**src/design/lsc_pkg.sv**
```systemverilog
`default_nettype none

package lsc_pkg;

   localparam int CSR_INDEX_W = 3;
   localparam int CSR_DATA_W  = 24;

   localparam logic [CSR_INDEX_W-1:0] REG_MIN_BRIGHT  = 3'd0;
   localparam logic [CSR_INDEX_W-1:0] REG_MAX_BRIGHT  = 3'd1;
   localparam logic [CSR_INDEX_W-1:0] REG_BUTTON_CNT  = 3'd2;
   localparam logic [CSR_INDEX_W-1:0] REG_PORT_CNT    = 3'd3;
   localparam logic [CSR_INDEX_W-1:0] REG_IDLE_RGB    = 3'd4;
   localparam logic [CSR_INDEX_W-1:0] REG_PRESS_RGB   = 3'd5;
   localparam logic [CSR_INDEX_W-1:0] REG_OK_RGB      = 3'd6;
   localparam logic [CSR_INDEX_W-1:0] REG_FAULT_RGB   = 3'd7;

   localparam logic [14:0] LUMA_FLOOR = 15'd100;

   typedef struct packed {
      logic [7:0]  min_bright;
      logic [7:0]  max_bright;
      logic [3:0]  button_led_count;
      logic [3:0]  port_led_count;
      logic [23:0] idle_rgb;
      logic [23:0] press_rgb;
      logic [23:0] ok_rgb;
      logic [23:0] fault_rgb;
   } lsc_cfg_type;

   // one pixel leaving the sequencer
   typedef struct packed {
      logic [3:0]  led_index;
      logic [23:0] rgb;
      logic [7:0]  ambient;
      logic        last;
   } lsc_pix_type;

   // per-channel fraction: num / den, channel 2 is red
   typedef struct packed {
      logic [3:0]       led_index;
      logic             last;
      logic [2:0][23:0] num;
      logic [15:0]      den;
   } lsc_frac_type;

   typedef struct packed {
      logic [3:0]      led_index;
      logic            last;
      logic [2:0][7:0] chan;
   } lsc_out_type;

endpackage

`default_nettype wire

```
**src/design/lsc_seq.sv**
```systemverilog
`default_nettype none

module lsc_seq #(
   parameter int MAX_BUTTON_LEDS = 8,
   parameter int MAX_PORT_LEDS   = 8
) (
   input  wire                 clock,
   input  wire                 reset,
   input  lsc_pkg::lsc_cfg_type cfg,
   input  wire                 adv,
   input  wire                 req_valid,
   output logic                req_stall,
   input  wire  [7:0]          req_ambient,
   input  wire  [7:0]          req_button_bits,
   input  wire  [7:0]          req_port_ok_bits,
   output logic                pix_valid,
   output lsc_pkg::lsc_pix_type pix
);
   import lsc_pkg::*;

   localparam int BW = (MAX_BUTTON_LEDS > 1) ? $clog2(MAX_BUTTON_LEDS) : 1;
   localparam int PW = (MAX_PORT_LEDS > 1) ? $clog2(MAX_PORT_LEDS) : 1;

   logic                       busy_ff, busy_in;
   logic [3:0]                 cnt_ff, cnt_in;
   logic [7:0]                 amb_ff;
   logic [MAX_BUTTON_LEDS-1:0] btn_ff;
   logic [MAX_PORT_LEDS-1:0]   port_ff;
   logic                       pix_valid_ff;
   lsc_pix_type                pix_ff, pix_in;

   logic [3:0]  nb, np, bidx, pidx;
   logic [4:0]  total;
   logic        final_beat, take, accept, is_btn, btn_bit, port_bit;
   logic [23:0] color;

   always_comb begin
      nb = (cfg.button_led_count > 4'(MAX_BUTTON_LEDS)) ? 4'(MAX_BUTTON_LEDS)
                                                        : cfg.button_led_count;
      np = (cfg.port_led_count > 4'(MAX_PORT_LEDS)) ? 4'(MAX_PORT_LEDS)
                                                    : cfg.port_led_count;
      total      = {1'b0, nb} + {1'b0, np};
      final_beat = busy_ff && ({1'b0, cnt_ff} + 5'd1 == total);
      take       = adv && (!busy_ff || final_beat);
      accept     = take && req_valid;

      is_btn   = cnt_ff < nb;
      bidx     = nb - 4'd1 - cnt_ff;
      pidx     = cnt_ff - nb;
      btn_bit  = btn_ff[bidx[BW-1:0]];
      port_bit = port_ff[pidx[PW-1:0]];
      if (is_btn) begin
         color = btn_bit ? cfg.idle_rgb : cfg.press_rgb;
      end else begin
         color = port_bit ? cfg.ok_rgb : cfg.fault_rgb;
      end

      pix_in.led_index = cnt_ff;
      pix_in.rgb       = color;
      pix_in.ambient   = amb_ff;
      pix_in.last      = final_beat;

      busy_in = busy_ff;
      cnt_in  = cnt_ff;
      if (accept) begin
         busy_in = (total != 5'd0);
         cnt_in  = 4'd0;
      end else if (adv && busy_ff) begin
         busy_in = !final_beat;
         cnt_in  = cnt_ff + 4'd1;
      end
   end

   always_ff @(posedge clock) begin
      if (reset) begin
         busy_ff      <= 1'b0;
         cnt_ff       <= 4'd0;
         pix_valid_ff <= 1'b0;
      end else begin
         busy_ff <= busy_in;
         cnt_ff  <= cnt_in;
         if (adv) begin
            pix_valid_ff <= busy_ff;
         end
      end
   end

   always_ff @(posedge clock) begin
      if (accept) begin
         amb_ff  <= req_ambient;
         btn_ff  <= req_button_bits[MAX_BUTTON_LEDS-1:0];
         port_ff <= req_port_ok_bits[MAX_PORT_LEDS-1:0];
      end
      if (adv) begin
         pix_ff <= pix_in;
      end
   end

   assign req_stall = !take;
   assign pix_valid = pix_valid_ff;
   assign pix       = pix_ff;

   a_accept_starts: assert property (@(posedge clock) disable iff (reset)
      accept && (total != 5'd0) |=> busy_ff && (cnt_ff == 4'd0))
      else $error("render did not start at pixel zero");

   a_hold_on_stall: assert property (@(posedge clock) disable iff (reset)
      busy_ff && !adv |=> busy_ff && $stable(cnt_ff))
      else $error("sequencer moved while stalled");

   a_no_accept_busy: assert property (@(posedge clock) disable iff (reset)
      req_valid && !req_stall |-> !busy_ff || final_beat)
      else $error("request taken mid render");

endmodule

`default_nettype wire

```
**src/design/lsc_scale.sv**
```systemverilog
`default_nettype none

module lsc_scale (
   input  wire                   clock,
   input  wire                   reset,
   input  lsc_pkg::lsc_cfg_type  cfg,
   input  wire                   adv,
   input  wire                   pix_valid,
   input  lsc_pkg::lsc_pix_type  pix,
   output logic                  frac_valid,
   output lsc_pkg::lsc_frac_type frac
);
   import lsc_pkg::*;

   // stage 2: brightness mix
   logic             v2_ff;
   logic [3:0]       idx2_ff;
   logic             last2_ff;
   logic [23:0]      rgb2_ff;
   logic [15:0]      mix2_ff, mix2_in;
   // stage 3: brightness code, luma
   logic             v3_ff;
   logic [3:0]       idx3_ff;
   logic             last3_ff;
   logic [23:0]      rgb3_ff;
   logic [7:0]       bright3_ff, bright3_in;
   logic [14:0]      luma3_ff, luma3_in;
   // stage 4: channel times brightness
   logic             v4_ff;
   logic [3:0]       idx4_ff;
   logic             last4_ff;
   logic [2:0][15:0] prod4_ff, prod4_in;
   logic [14:0]      luma4_ff;
   // stage 5: numerator and denominator
   logic             v5_ff;
   lsc_frac_type     frac5_ff, frac5_in;

   logic [15:0] div_t;
   logic [14:0] luma_raw;
   logic [2:0][23:0] p24;

   always_comb begin
      mix2_in = 16'(cfg.min_bright) * 16'(8'd255 - pix.ambient)
              + 16'(cfg.max_bright) * 16'(pix.ambient) + 16'd127;

      // floor(x / 255) for x below 65280
      div_t      = mix2_ff + 16'd1 + 16'(mix2_ff[15:8]);
      bright3_in = div_t[15:8];
      luma_raw   = 15'(rgb2_ff[23:16]) * 15'd30 + 15'(rgb2_ff[15:8]) * 15'd59
                 + 15'(rgb2_ff[7:0]) * 15'd11;
      luma3_in   = (luma_raw < LUMA_FLOOR) ? LUMA_FLOOR : luma_raw;

      for (int ch = 0; ch < 3; ch++) begin
         prod4_in[ch] = 16'(rgb3_ff[ch*8 +: 8]) * 16'(bright3_ff);
      end

      for (int ch = 0; ch < 3; ch++) begin
         p24[ch] = 24'(prod4_ff[ch]);
         // 200 = 128 + 64 + 8
         frac5_in.num[ch] = (p24[ch] << 7) + (p24[ch] << 6) + (p24[ch] << 3)
                          + 24'(luma4_ff);
      end
      frac5_in.den       = {1'b0, luma4_ff} << 1;
      frac5_in.led_index = idx4_ff;
      frac5_in.last      = last4_ff;
   end

   always_ff @(posedge clock) begin
      if (reset) begin
         v2_ff <= 1'b0;
         v3_ff <= 1'b0;
         v4_ff <= 1'b0;
         v5_ff <= 1'b0;
      end else if (adv) begin
         v2_ff <= pix_valid;
         v3_ff <= v2_ff;
         v4_ff <= v3_ff;
         v5_ff <= v4_ff;
      end
   end

   always_ff @(posedge clock) begin
      if (adv) begin
         idx2_ff    <= pix.led_index;
         last2_ff   <= pix.last;
         rgb2_ff    <= pix.rgb;
         mix2_ff    <= mix2_in;
         idx3_ff    <= idx2_ff;
         last3_ff   <= last2_ff;
         rgb3_ff    <= rgb2_ff;
         bright3_ff <= bright3_in;
         luma3_ff   <= luma3_in;
         idx4_ff    <= idx3_ff;
         last4_ff   <= last3_ff;
         prod4_ff   <= prod4_in;
         luma4_ff   <= luma3_ff;
         frac5_ff   <= frac5_in;
      end
   end

   assign frac_valid = v5_ff;
   assign frac       = frac5_ff;

endmodule

`default_nettype wire

```
**src/design/lsc_div.sv**
```systemverilog
`default_nettype none

module lsc_div (
   input  wire                   clock,
   input  wire                   reset,
   input  wire                   adv,
   input  wire                   frac_valid,
   input  lsc_pkg::lsc_frac_type frac,
   output logic                  out_valid,
   output lsc_pkg::lsc_out_type  out
);
   import lsc_pkg::*;

   // stage 0 checks saturation, stages 1..8 each resolve one quotient bit
   logic [8:0]      vld_ff;
   logic [2:0][23:0] rem_ff [0:7];
   logic [15:0]     den_ff [0:7];
   logic [2:0]      sat_ff [0:8];
   logic [2:0][7:0] quo_ff [0:8];
   logic [3:0]      idx_ff [0:8];
   logic [8:0]      last_ff;

   logic [2:0] sat_in;

   always_comb begin
      for (int ch = 0; ch < 3; ch++) begin
         sat_in[ch] = frac.num[ch] >= {frac.den, 8'd0};
      end
   end

   always_ff @(posedge clock) begin
      if (reset) begin
         vld_ff[0] <= 1'b0;
      end else if (adv) begin
         vld_ff[0] <= frac_valid;
      end
   end

   always_ff @(posedge clock) begin
      if (adv) begin
         rem_ff[0]  <= frac.num;
         den_ff[0]  <= frac.den;
         sat_ff[0]  <= sat_in;
         quo_ff[0]  <= '0;
         idx_ff[0]  <= frac.led_index;
         last_ff[0] <= frac.last;
      end
   end

   for (genvar s = 0; s < 8; s++) begin : g_step
      localparam int K = 7 - s;
      logic [24:0]      dsh;
      logic [2:0][24:0] diff;
      logic [2:0]       ge;
      logic [2:0][7:0]  quo_next;

      always_comb begin
         dsh = 25'(den_ff[s]) << K;
         for (int ch = 0; ch < 3; ch++) begin
            diff[ch]     = {1'b0, rem_ff[s][ch]} - dsh;
            ge[ch]       = !diff[ch][24];
            quo_next[ch] = {quo_ff[s][ch][6:0], ge[ch]};
         end
      end

      always_ff @(posedge clock) begin
         if (reset) begin
            vld_ff[s+1] <= 1'b0;
         end else if (adv) begin
            vld_ff[s+1] <= vld_ff[s];
         end
      end

      always_ff @(posedge clock) begin
         if (adv) begin
            sat_ff[s+1]  <= sat_ff[s];
            quo_ff[s+1]  <= quo_next;
            idx_ff[s+1]  <= idx_ff[s];
            last_ff[s+1] <= last_ff[s];
         end
      end

      if (s < 7) begin : g_rem
         always_ff @(posedge clock) begin
            if (adv) begin
               den_ff[s+1] <= den_ff[s];
               for (int ch = 0; ch < 3; ch++) begin
                  rem_ff[s+1][ch] <= ge[ch] ? diff[ch][23:0] : rem_ff[s][ch];
               end
            end
         end
      end
   end

   always_comb begin
      out.led_index = idx_ff[8];
      out.last      = last_ff[8];
      for (int ch = 0; ch < 3; ch++) begin
         out.chan[ch] = sat_ff[8][ch] ? 8'hFF : quo_ff[8][ch];
      end
   end

   assign out_valid = vld_ff[8];

endmodule

`default_nettype wire

```
**src/design/led_status_color_scaler.sv**
```systemverilog
// LED status color scaler.
// Request channel (req_): one beat is one render request carrying the ambient
// level, the active-low button bits and the port ok bits. Response channel
// (rsp_): one beat per LED, button LEDs first, then port LEDs, rsp_last set on
// the final pixel. A render with no LEDs is taken and yields no beats.
// Configuration: csr_write with csr_index/csr_data writes one register in a
// cycle; write only while no render is in flight.
// Flow: a request beat passes the sequencer registers, the scale stages, the
// divide stages and the output register; pixels then follow one per cycle
// while rsp_stall does not hold. The next request is taken in the cycle the
// last pixel of a render leaves the sequencer. The channel divide is an 8-stage
// restoring pipeline, one quotient bit per stage, three channels side by side.
// Reset clears the pipeline and loads the register defaults.
// Stall: while rsp_stall holds a waiting beat, the whole pipeline and the
// sequencer freeze and req_stall is raised; nothing is dropped or repeated.
`default_nettype none

module led_status_color_scaler #(
   parameter int MAX_BUTTON_LEDS = 8,
   parameter int MAX_PORT_LEDS   = 8
) (
   input  wire                             clock,
   input  wire                             reset,
   input  wire                             req_valid,
   output logic                            req_stall,
   input  wire  [7:0]                      req_ambient,
   input  wire  [7:0]                      req_button_bits,
   input  wire  [7:0]                      req_port_ok_bits,
   output logic                            rsp_valid,
   input  wire                             rsp_stall,
   output logic [3:0]                      rsp_led_index,
   output logic [7:0]                      rsp_red,
   output logic [7:0]                      rsp_green,
   output logic [7:0]                      rsp_blue,
   output logic                            rsp_last,
   input  wire                             csr_write,
   input  wire  [lsc_pkg::CSR_INDEX_W-1:0] csr_index,
   input  wire  [lsc_pkg::CSR_DATA_W-1:0]  csr_data
);
   import lsc_pkg::*;

   lsc_cfg_type  cfg_ff, cfg_in;
   logic         adv;
   logic         pix_valid, frac_valid, div_valid;
   lsc_pix_type  pix;
   lsc_frac_type frac;
   lsc_out_type  div_out;
   logic         rsp_valid_ff;
   lsc_out_type  rsp_ff;

   assign adv = !rsp_valid_ff || !rsp_stall;

   always_comb begin
      cfg_in = cfg_ff;
      if (csr_write) begin
         case (csr_index)
            REG_MIN_BRIGHT: cfg_in.min_bright       = csr_data[7:0];
            REG_MAX_BRIGHT: cfg_in.max_bright       = csr_data[7:0];
            REG_BUTTON_CNT: cfg_in.button_led_count = csr_data[3:0];
            REG_PORT_CNT:   cfg_in.port_led_count   = csr_data[3:0];
            REG_IDLE_RGB:   cfg_in.idle_rgb         = csr_data;
            REG_PRESS_RGB:  cfg_in.press_rgb        = csr_data;
            REG_OK_RGB:     cfg_in.ok_rgb           = csr_data;
            REG_FAULT_RGB:  cfg_in.fault_rgb        = csr_data;
            default:        cfg_in = cfg_ff;
         endcase
      end
   end

   always_ff @(posedge clock) begin
      if (reset) begin
         cfg_ff.min_bright       <= 8'd25;
         cfg_ff.max_bright       <= 8'd255;
         cfg_ff.button_led_count <= 4'd4;
         cfg_ff.port_led_count   <= 4'd4;
         cfg_ff.idle_rgb         <= 24'hFFFFFF;
         cfg_ff.press_rgb        <= 24'h0000FF;
         cfg_ff.ok_rgb           <= 24'h00FF00;
         cfg_ff.fault_rgb        <= 24'hFFA500;
      end else begin
         cfg_ff <= cfg_in;
      end
   end

   lsc_seq #(
      .MAX_BUTTON_LEDS (MAX_BUTTON_LEDS),
      .MAX_PORT_LEDS   (MAX_PORT_LEDS)
   ) u_seq (
      .clock            (clock),
      .reset            (reset),
      .cfg              (cfg_ff),
      .adv              (adv),
      .req_valid        (req_valid),
      .req_stall        (req_stall),
      .req_ambient      (req_ambient),
      .req_button_bits  (req_button_bits),
      .req_port_ok_bits (req_port_ok_bits),
      .pix_valid        (pix_valid),
      .pix              (pix)
   );

   lsc_scale u_scale (
      .clock      (clock),
      .reset      (reset),
      .cfg        (cfg_ff),
      .adv        (adv),
      .pix_valid  (pix_valid),
      .pix        (pix),
      .frac_valid (frac_valid),
      .frac       (frac)
   );

   lsc_div u_div (
      .clock      (clock),
      .reset      (reset),
      .adv        (adv),
      .frac_valid (frac_valid),
      .frac       (frac),
      .out_valid  (div_valid),
      .out        (div_out)
   );

   always_ff @(posedge clock) begin
      if (reset) begin
         rsp_valid_ff <= 1'b0;
      end else if (adv) begin
         rsp_valid_ff <= div_valid;
      end
   end

   always_ff @(posedge clock) begin
      if (adv) begin
         rsp_ff <= div_out;
      end
   end

   assign rsp_valid     = rsp_valid_ff;
   assign rsp_led_index = rsp_ff.led_index;
   assign rsp_red       = rsp_ff.chan[2];
   assign rsp_green     = rsp_ff.chan[1];
   assign rsp_blue      = rsp_ff.chan[0];
   assign rsp_last      = rsp_ff.last;

   a_freeze: assert property (@(posedge clock) disable iff (reset)
      !adv |=> $stable(pix_valid) && $stable(frac_valid) && $stable(div_valid))
      else $error("pipeline moved during output stall");

   a_req_needs_adv: assert property (@(posedge clock) disable iff (reset)
      !req_stall |-> adv)
      else $error("request taken while output blocked");

   a_fault_write: assert property (@(posedge clock) disable iff (reset)
      csr_write && (csr_index == REG_FAULT_RGB) |=> cfg_ff.fault_rgb == $past(csr_data))
      else $error("fault color write lost");

endmodule

`default_nettype wire
```
**config.mk**
```make
export PLATFORM = sky130hd
export DESIGN_NAME = led_status_color_scaler
export DESIGN_NICKNAME = d
export VERILOG_FILES = /design/src/design/lsc_pkg.sv /design/src/design/lsc_seq.sv /design/src/design/lsc_scale.sv /design/src/design/lsc_div.sv /design/src/design/led_status_color_scaler.sv
export SDC_FILE = /design/constraint.sdc
export NUM_CORES = 2
export LEC_CHECK = 0
export BUFFER_PORTS_ARGS = -buffer_cell sky130_fd_sc_hd__clkbuf_2
export CAP_MARGIN = 25
export CORE_UTILIZATION = 40
export CTS_CLUSTER_DIAMETER = 150
export CTS_CLUSTER_SIZE = 20
export DETAILED_ROUTE_END_ITERATION = 8
export PLACE_DENSITY = 0.67
export SETUP_SLACK_MARGIN = 0.05
export SYNTH_ARGS = -nofsm -noshare
export SYNTH_HDL_FRONTEND = slang
export SYNTH_SLANG_ARGS = --single-unit
```
**constraint.sdc**
```tcl
create_clock -name clock -period 41.2 [get_ports clock]
set_clock_uncertainty 0.1 [all_clocks]
set_input_delay 4.12 -clock clock [delete_from_list [all_inputs] [get_ports clock]]
set_output_delay 4.12 -clock clock [all_outputs]
set_load 0.05 [all_outputs]
```
# Yosys cells after proc, flatten, opt, wreduce, memory -nomap -nowiden
# Memories as Yosys holds them, arrays and structs flattened. A register that Yosys moved wholly into a read port is not among the register bits.
# Index checks and enable logic that the tools add are counted.
classes:
  mul: 8
  eq_ne: 8
  reduce_logical: 47
  n_addsub: 46
  order_cmp: 9
  mux: 34
ops:
  columns: ["cell", "n"]
  rows:
  - ["24-bit 2-to-1 mux", 24]
  - ["24-bit by 16-bit subtractor with 25-bit output", 3]
  - ["24-bit by 17-bit subtractor with 25-bit output", 3]
  - ["24-bit by 18-bit subtractor with 25-bit output", 3]
  - ["24-bit by 19-bit subtractor with 25-bit output", 3]
  - ["24-bit by 20-bit subtractor with 25-bit output", 3]
  - ["24-bit by 21-bit subtractor with 25-bit output", 3]
  - ["24-bit by 22-bit subtractor with 25-bit output", 3]
  - ["24-bit by 23-bit subtractor with 25-bit output", 3]
  - ["23-bit by 22-bit adder with 24-bit output", 3]
  - ["24-bit by 15-bit adder with 24-bit output", 3]
  - ["24-bit by 19-bit adder with 24-bit output", 3]
  - ["24-bit greater-or-equal comparator", 3]
  - ["8-bit by 8-bit multiplier with 16-bit output", 4]
  - ["1-bit zero test", 29]
  - ["8-bit by 4-bit multiplier with 12-bit output, second input constant", 2]
  - ["16-bit by 1-bit adder with 16-bit output, second input constant", 1]
  - ["16-bit adder", 1]
  - ["16-bit by 7-bit adder with 16-bit output, second input constant", 1]
  - ["16-bit by 8-bit adder with 16-bit output", 1]
  - ["8-bit by 16-bit multiplier with 16-bit output", 1]
  - ["2-bit AND reduction", 8]
  - ["13-bit by 14-bit adder with 15-bit output", 1]
  - ["15-bit by 12-bit adder with 15-bit output", 1]
  - ["other kinds (24)", 42]
word_totals:
  n_memories: 5
  regBits: 492
  wordCells: 223
  mem_bits_rw: 983
mem_list:
  columns: ["name", "depth", "word_bits", "read_ports", "rd_clocked_by_memory_dff", "wr", "line", "rtl"]
  rows:
  - ["u_div.rem_ff", 8, 72, 8, 0, 8, "lsc_div.sv:16", "logic [2:0][23:0] rem_ff [0:7];"]
  - ["u_div.quo_ff", 9, 24, 9, 0, 9, "lsc_div.sv:19", "logic [2:0][7:0] quo_ff [0:8];"]
  - ["u_div.den_ff", 8, 16, 8, 0, 8, "lsc_div.sv:17", "logic [15:0] den_ff [0:7];"]
  - ["u_div.idx_ff", 9, 4, 9, 1, 9, "lsc_div.sv:20", "logic [3:0] idx_ff [0:8];"]
  - ["u_div.sat_ff", 9, 3, 9, 0, 9, "lsc_div.sv:18", "logic [2:0] sat_ff [0:8];"]

# Logic depth before layout (Yosys ltp)
depth:
  word_depth: 9
  mapped_depth: 25

# Hierarchy
# From an unflattened synthesis, not the netlist that was laid out.
hier_totals:
  cells_unflattened: 7351
  hier_area_um2: 84803.8
modules_own_cells:
  columns: ["module", "area_per_inst_um2", "n_inst", "cells_each", "seq_area_each_um2"]
  rows:
  - ["lsc_div", 49886.6, 1, 4312, 26725.6]
  - ["lsc_scale", 25893.6, 1, 2298, 7527.2]
  - ["led_status_color_scaler", 5622.9, 1, 485, 3293.2]
  - ["lsc_seq", 3400.8, 1, 256, 1951.9]

# Least setup slack after synthesis
# OpenSTA, ideal clock, no wires.
synth_timing:
  path_type: "input to register"
  from: "in rsp_stall"
  to: "reg rsp_blue[0] (netlist name)"
  setup_time_ns: 1.920
  slack_ns: 4.354
  required_time_ns: 39.180
  path_buffers: 2
  path_stages: 4
  arrival_ns: 34.826
  path_cell_list: "and2_1 -> clkbuf_1 -> clkinv_1 -> clkbuf_1"
synth_between:
  elab_chain_len: 2
synth_lines:
  columns: ["item", "line", "rtl"]
  rows:
  - ["from (decl)", "led_status_color_scaler.sv:30", "input wire rsp_stall,"]
  - ["1-bit zero test", "led_status_color_scaler.sv:51", "assign adv = !rsp_valid_ff || !rsp_stall;"]
  - ["1-bit logical OR", "led_status_color_scaler.sv:51", null]
# Every way passes these cells.
# A chain may end at the register's enable or synchronous reset.

# Worst setup path in the final report
layout_timing:
  from: "in rsp_stall"
  to: "out req_stall"
layout_between:
  elab_chain_len: 4
layout_lines:
  columns: ["item", "line", "rtl"]
  rows:
  - ["1-bit zero test", "led_status_color_scaler.sv:51", null]
  - ["1-bit logical OR", "led_status_color_scaler.sv:51", null]
  - ["1-bit logical AND", "lsc_seq.sv:44", "take = adv && (!busy_ff || final_beat);"]
  - ["1-bit zero test", "lsc_seq.sv:99", "assign req_stall = !take;"]
  - ["to (decl)", "led_status_color_scaler.sv:25", "output logic req_stall,"]
# Every way passes these cells.

==> impl_metrics.py <==
metrics = {
    "grt": {
        "grt_overflow_total": 0,
        "grt_usage": 0.1705,
        "grt_pass1_vias": 51290,
        "grt_pass1_wl_mm": 273.5,
        "grt_max_degree": 198,
        "antenna_found_initial": 2,
    },
    "sta": {
        "maxSlewViolCount": 0,
        "timing.slew.headroom": 0.2494,
        "fin_crit_ns": 9.920,
        "fin_crit_sh": 0.2408,
        "setup_viol": 0,
        "hold_violations": 0,
        "clock.fmax_ghz": 0.1008,
        "rsz0062_at_grt": "false",
        "tightest_slew_ns": 1.126,
        "finalSetupTns_ns": 0,
    },
    "synthesis": {
        "synth_compound_area_frac": 0.1039,
        "yosysTopAreaCellShare": 0.4314,
        "ys.flop_type": "edfxtp_1",
        "synth_fp_nets": 8065,
        "synth-seq-cells": 1285,
        "synthTopCellsByArea": "edfxtp_1, ha_1, fa_1",
        "synth_xor_area_frac": 0.04154,
        "synthCells": 6898,
        "synth_area_per_cell_um2": 11.55,
        "async_flop_share": 0,
        "synthAdderAreaFrac": 0.2087,
        "synth_top_family_by_area": "adder cells",
        "synth_warnings": 0,
        "yosys.area_share.simple": 0.1156,
        "synth_enable_flop_cells": 1145,
        "synth.mux.area_fraction": 0.02692,
        "synthMostInstantiatedCell": "edfxtp_1",
        "synth-seq-area-share": 0.4666,
        "synthTopCellsByCount": "edfxtp_1, ha_1, inv_1",
        "syn-cell-area_um2": 79700,
        "synth_cell_types": 90,
        "synth_area_leader_cell": "edfxtp_1",
    },
    "worst_setup_path": {
        "path_max_fanout": 99,
        "worstPathRequired_ns": 36.98,
        "endpoint_kind": "output pin",
        "r2r_cells": 22,
        "startpoint_type": "primary input",
        "path_class": "primary input to output pin",
        "worstPathArrival_ns": 5.70,
    },
    "clock_tree": {
        "clock-sinks": 1285,
        "cts.root.buffer_cell": "clkbuf_16",
        "numCtsBuffers": 74,
        "cts_resized": 0,
        "clk_latency_ns": 0.71,
        "cts_buffer_depth": 3,
        "post_cts_buffers": 0,
        "cts_max_level": 3,
        "cts_tree": "done",
        "clk_pin_slew_ns": 0.09,
        "ctsHoldBuffers": 0,
    },
    "placement": {
        "gp_congestion": 0.8935,
        "io_buffers": 86,
        "place_hpwl_mm": 131.9,
    },
    "die": {
        "rows": 163,
        "initial_utilization": 0.4033,
        "dieWidth_um": 448.4,
        "io_pins": 87,
        "die_h_um": 448.4,
        "die_area_um2": 201000,
        "fp.coreArea_um2": 197600,
    },
    "job": {
        "maxCapViolations": 0,
    },
    "finish": {
        "nFillCells": 18150,
        "area_delta_synth_final_pct": 7.222,
        "drive_above_1_share": 0.06291,
        "fin_nets": 8140,
    },
    "route": {
        "dr.first_iter.drc_count": 3140,
        "viasPerCell": 5.199,
        "drtPass1Iterations": 7,
        "dr_total_vias": 50100,
        "drt_wl_total_mm": 170.4,
        "drc_errors": 0,
        "ant_nets": 0,
        "drt-wirelength-per-cell_um": 17.68,
    },
    "min_path": {
        "min_path_type": "register to register",
        "min_path_cells": 0,
    },
    "status": {
        "status": "complete, no violations",
    },
}
-- through the flow --
stage / instance area, um2 / util / hold WS [ns] / worst slack, ns / cells
2_1_floorplan: 79700 / - / 0.3003 / 4.354 / 6898
3_3_place_gp: 83320 / 0.4216 / 0.3002 / 31.25 / 9533
3_5_place_dp: 83370 / 0.4218 / 0.3045 / 31.24 / 9535
4_1_cts: 85410 / 0.4322 / 0.3172 / 31.25 / 9632
5_1_grt: 85450 / 0.4324 / 0.3263 / 31.12 / 9637
6_report: 85450 / 0.4324 / 0.3107 / 31.28 / 9637
-- placed cells by master, fill, tap and decap left out, types with 24 or more instances in the layout --
cell type,netlist,layout
nand2b_1,107,106
o21a_1,86,86
ha_1,747,747
mux2i_1,64,62
nor4_1,25,25
clkbuf_16,0,76
o31ai_1,48,48
clkbuf_2,5,85
a21oi_1,431,429
or3_1,47,47
inv_1,623,623
and3_1,28,28
a211o_1,42,42
xor2_1,145,145
a211oi_1,65,65
buf_4,2,50
xnor2_1,233,233
or2_2,42,42
nor2_1,385,385
mux2_2,119,119
dfxtp_1,140,140
o211ai_1,24,24
nor3_1,140,138
nand2_1,569,569
edfxtp_1,1145,1145
nand3b_1,41,41
o21ai_0,262,261
fa_1,364,364
and2_1,157,157
a21o_1,102,102
nand3_1,83,83
o31a_1,29,29
nor2b_1,184,184
-- area by class of cell --
| type | instances | area [um2] | share of cell area |
|---|---|---|---|
| multi-input cells | 4846 | 39660 | 0.4641 |
| flip-flops and latches | 1285 | 37190 | 0.4352 |
| well taps | 2640 | 3303 | 0.03866 |
| inverters | 627 | 2361 | 0.02763 |
| clock buffers | 91 | 1958 | 0.02291 |
| repair buffers | 139 | 895.9 | 0.01048 |
| clock inverters | 6 | 85.08 | 0.0009957 |
| diodes | 3 | 7.507 | 0.00008785 |
-- kinds of logic after synthesis --
group,count (synthesis)
muxes,192
adders and majority gates,1111
xor gates and xnor gates,378
AOI/OAI and AO/OA,1295
DFF,1285
buffers and inverters,767
and+or+nand+nor,1870
-- final timing paths --
check                                                         end  slack [ns]                     startpoint
worst min-delay path                 u_div.sat_ff[0][5]$_DFFE_PN_        0.31   u_div.sat_ff[0][2]$_DFFE_PN_
worst min register to register       u_div.sat_ff[0][5]$_DFFE_PN_        0.31   u_div.sat_ff[0][2]$_DFFE_PN_
worst max register to register  u_scale.luma3_ff[0]$_SDFFCE_PN0N_       34.08  u_scale.rgb2_ff[16]$_DFFE_PN_
worst max-delay path                                    req_stall       31.28                      rsp_stall
-- state kept, by name (all words and copies together) (netlist names), 16 cells and up --
signal and flops:
u_scale.rgb2_ff 24, cfg_ff 120, u_div.den_ff 97, u_div.quo_ff 108
u_div.rem_ff 530, u_scale.frac 83, u_div.idx_ff 36, u_div.sat_ff 27
u_scale.p24 48, u_seq.pix 37, u_scale.rgb3_ff 24, u_scale.mix2_ff 16
-- layer usage --
metal	up-vias	routed length (um)	GRT usage
met5	-	0	0
met4	0	6857	0.06577
met3	281	4812	0.01971
met2	795	86230	0.3092
met1	24380	72530	0.2054
li1	24650	-	-
-- worst max-delay path: stages --
cell and delay, ns:
clkbuf_2 0.07, and2_1 0.56, inv_8 0.39, o21a_1 0.23
inv_1 0.05, clkbuf_2 0.26
Power is left out: the tool's default activity adds up to more than one toggle a clock period on the data nets, which glitch-free logic cannot reach.
